File: src/hdl/fce_pkg.sv
// fce_pkg: shared types and constants of the fenwick count engine
// no dependencies; imported by fenwick_count_engine, fce_step_unit and fce_port_checker

package fce_pkg;

    // field widths fixed by the item format
    localparam int POS_W   = 11;
    localparam int WALK_W  = 12;
    localparam int COUNT_W = 16;
    localparam int STAT_W  = 2;

    // register reset value
    localparam logic [POS_W-1:0] N_USED_RST = 11'd1024;

    // saturation limit of the reported count
    localparam logic [47:0] COUNT_MAX = 48'd65535;

    // operation codes
    localparam logic OP_INC   = 1'b0;
    localparam logic OP_COUNT = 1'b1;

    // status codes
    localparam logic [STAT_W-1:0] STATUS_OK    = 2'd0;
    localparam logic [STAT_W-1:0] STATUS_RANGE = 2'd1;
    localparam logic [STAT_W-1:0] STATUS_ORDER = 2'd2;

    // sequencer states
    typedef enum logic [2:0] {
        ST_CLEAR,
        ST_IDLE,
        ST_WALK_UP,
        ST_WALK_HI,
        ST_WALK_LO,
        ST_FINISH
    } t_state;

    // walk control from the shared step unit
    typedef struct packed {
        logic              pos_ok;
        logic [WALK_W-1:0] next_pos;
    } t_step_ctl;

endpackage

File: src/hdl/fce_step_unit.sv
// fce_step_unit: shared lowbit step, saturating cell bump and accumulate
// depends on fce_pkg

module fce_step_unit
    import fce_pkg::*;
#(
    parameter int CELL_BITS = 16,
    parameter int ACC_W     = 20
) (
    input  logic [WALK_W-1:0]    i_pos,
    input  logic                 i_dir_up,
    input  logic [POS_W-1:0]     i_size,
    input  logic                 i_pend,
    input  logic [CELL_BITS-1:0] i_rdata,
    input  logic [ACC_W-1:0]     i_acc,
    output t_step_ctl            o_ctl,
    output logic [CELL_BITS-1:0] o_inc_cell,
    output logic [ACC_W-1:0]     o_acc_next
);

    logic [WALK_W-1:0] lowbit;
    logic              in_size;

    // lowbit chain step, up for increments and down for prefix sums
    always_comb begin
        lowbit         = i_pos & (~i_pos + WALK_W'(1));
        in_size        = i_pos <= {1'b0, i_size};
        o_ctl.next_pos = i_dir_up ? (i_pos + lowbit) : (i_pos - lowbit);
        o_ctl.pos_ok   = (i_pos != '0) && (!i_dir_up || in_size);
    end

    // saturating cell bump and prefix accumulate
    always_comb begin
        o_inc_cell = (i_rdata == '1) ? i_rdata : (i_rdata + CELL_BITS'(1));
        o_acc_next = i_pend ? (i_acc + ACC_W'(i_rdata)) : i_acc;
    end

endmodule

File: config.mk
export PLATFORM = sky130hd
export DESIGN_NAME = fce_step_unit
export DESIGN_NICKNAME = d
export VERILOG_FILES = /design/src/hdl/fce_pkg.sv /design/src/hdl/fce_step_unit.sv
export SDC_FILE = /design/constraint.sdc
export NUM_CORES = 1
export LEC_CHECK = 0
export BUFFER_PORTS_ARGS = -buffer_cell sky130_fd_sc_hd__buf_2
export CAP_MARGIN = 20
export CORE_MARGIN = 10
export CORE_UTILIZATION = 54
export DETAILED_ROUTE_END_ITERATION = 6
export PLACE_DENSITY = 0.91
export SYNTH_ARGS = -nofsm -noshare
export SYNTH_HDL_FRONTEND = slang
export SYNTH_SLANG_ARGS = --single-unit
File: constraint.sdc
create_clock -name vclk -period 7.6
set_input_delay 1.52 -clock vclk [all_inputs]
set_output_delay 1.52 -clock vclk [all_outputs]
set_load 0.1 [all_outputs]
==> summary.txt <==
Leak -> 1.53 nW
Vias/cell -> 5.84
sw frac -> 77.6%
outcome -> finished clean
kind of end point of the critical path -> output port
Hold Crit Class -> in -> out
CTS resizes -> 0
Power Dens Cells -> 164 nW/um2
Peak VDD IR -> 0.128 mV
final-layout clock buffer total -> 0
WL per Instance -> 15.2 um
Achievable Freq -> 160 MHz
part of the Yosys area used for sequential elements -> 0%
max-cap violations -> 0
Yosys cell types -> 56
Placer Congestion -> 0.937
hold_sp -> i_acc[19]
relative slew slack -> 63.1%
Final ANT Viol Nets -> 0
Post-DP Area -> 2920 um2
initial antenna violation count -> 0
mux share of post-synthesis cell area -> 4.70%
routed vias -> 2856
clock network power share -> 0%
Flop pwr share -> 0%
final period utilization -> 82.0%
Final min period -> 6.23 ns
Critical Path Fanout Max -> 5
final wirelength -> 7.44 mm
Starting Density -> 57.3%
first-pass GRT wire length -> 12.5 mm
Setup TNS -> 0 ns
Final Setup Violations -> 0
die height -> 85.9 um
num sequential -> 0
Syn Inst Count -> 338
Synth area leader -> ha_1
internal power -> 0.000107 W
register area -> 0 um2
Post-CTS Hold Fix Bufs -> 0
combinational share of power -> 100.0%
HPWL Detailed -> 6.47 mm
DRC errors left -> 0
crit path DAT -> 4.71 ns
simple-gate share of the synthesized area -> 26.9%
Psw -> 0.000372 W
layout cell share with drive strength beyond 1 -> 28.5%
dpl cells -> 489
Max Slew Vio Count -> 0
CP startpoint kind -> input pin
final hold vios -> 0
GR Overflow Total -> 0
GRT Total Usage -> 18.9%
router iterations before antenna repair -> 4
final hold slack -> 3.46 ns
Area growth syn-to-layout -> 24.5%
# port buffers -> 109
Layout Cells excl Fill -> 489
Yosys top cell area share -> 20.3%
vias in the first global route -> 2988
syn_area_per_cell -> 6.93 um2
synthesized area -> 2340 um2
num ports -> 110
post-synthesis adder-cell area fraction -> 22.0%
initial DRC count -> 131
antenna fix cells -> 0
largest family of logic cells by synthesized area -> compound AO/OA/AOI/OAI gates
Core Region -> 4090 um2
Crit. Startpoint -> i_pos[1]
Die ar. -> 7370 um2
synth top area cells -> ha_1 20%, xnor2_1 6.0%, a21oi_1 5.8%
num rows -> 23
unrepaired setup endpoints after global routing -> no
post-CTS setup buffer count -> 0
final net count -> 542
worst-margin pin slew -> 0.553 ns
Crit path required time -> 6.08 ns
Synthesis Warnings -> 0
Compound-Gate Fraction of Synth Area -> 29.2%
cell area after layout -> 2920 um2
largest net degree at the start of global routing -> 20
WS Path Type -> in -> out
xor-xnor portion of the synthesized cell area -> 11.2%
Synth Net Count -> 439
Die X -> 85.9 um
logic make-up after synthesis:
kind of cell,after synthesis
muxes,10
other,1
adders and majority gates,40
xor gates and xnor gates,30
and+or+nand+nor,122
AOI/OAI and AO/OA,100
buffers and inverters,35
layout make-up:
| type | count | area [um2] |
|---|---|---|
| inverter | 27 | 101 |
| multi-input combinational | 303 | 2210 |
| tap | 50 | 62.6 |
| fill | 347 | 1170 |
| timing repair buffer | 109 | 546 |
cells in the final DEF (no fill, tap or decap), drive strengths merged, types with 8 or more instances in the layout:
cell,netlist,routed
buf,1,109
ha,38,38
nor2,31,31
inv,27,27
a21oi,27,27
nand2,23,23
nor3,16,16
xnor2,16,16
o21a,15,15
xor2,14,14
nand3,12,12
a21o,12,12
o21ai,10,10
mux2,8,8
power by group through the flow:
stage	combinational (W)	clock, W	sequential (W)
after floorplan	0.000394	0	0
after global placement	0.000471	0	0
after detailed placement	0.000478	0	0
after CTS	0.000479	0	0
after global routing	0.000506	0	0
final	0.000479	0	0
cells in the mapped netlist (3+ instances only):
| master | instances |
|---|---|
| o21a_1 | 15 |
| xnor2_1 | 16 |
| ha_1 | 38 |
| mux2_2 | 8 |
| nor3_1 | 16 |
| a21o_1 | 11 |
| o21ai_0 | 9 |
| nor2_1 | 31 |
| inv_1 | 27 |
| o211ai_1 | 3 |
| nand4_1 | 6 |
| a21oi_1 | 27 |
| a31oi_1 | 3 |
| nand3_1 | 12 |
| and3_1 | 7 |
| nand2_1 | 23 |
| or3_4 | 3 |
| a211oi_1 | 5 |
| or4_1 | 3 |
| clkbuf_1 | 7 |
| nor2b_1 | 5 |
| xor2_1 | 14 |
| o31ai_1 | 5 |
| or3_1 | 3 |
path summary, 6_finish.rpt:
path                              to  slack [ns]  depth (start not counted)
worst max-delay path       o_ctl[11]        1.37                         12
worst min-delay path  o_acc_next[19]        3.46                          3
worst max-delay path, stage by stage:
cell     delay [ns]
buf_2          0.14
or3_4          0.41
or4_4          0.45
or3_4          0.35
a22oi_1        0.19
ha_1           0.31
nand3_1        0.11
nand2_1        0.05
a41o_1         0.22
o41ai_1        0.34
xor2_1         0.18
buf_2          0.44
stage by stage:
stage               utilization [%]  setup WS (ns)  total power (W)
global placement               71.4           1.41         0.000471
detailed placement             71.4           1.35         0.000478
global route                   71.4           1.17         0.000506
floorplan                         -          0.804         0.000394
finish                         71.4           1.37         0.000479
CTS                            71.4           1.35         0.000479
per-layer routing:
| metal | vias up | GRT usage (%) | share of wire [%] |
|---|---|---|---|
| met5 | - | 0 | 0 |
| met1 | 1289 | 21.3 | 42 |
| met4 | 0 | 2.99 | 1.6 |
| met3 | 12 | 3.60 | 7.3 |
| li1 | 1454 | - | - |
| met2 | 101 | 36.0 | 49 |
Power figures use the tool's default switching activity.
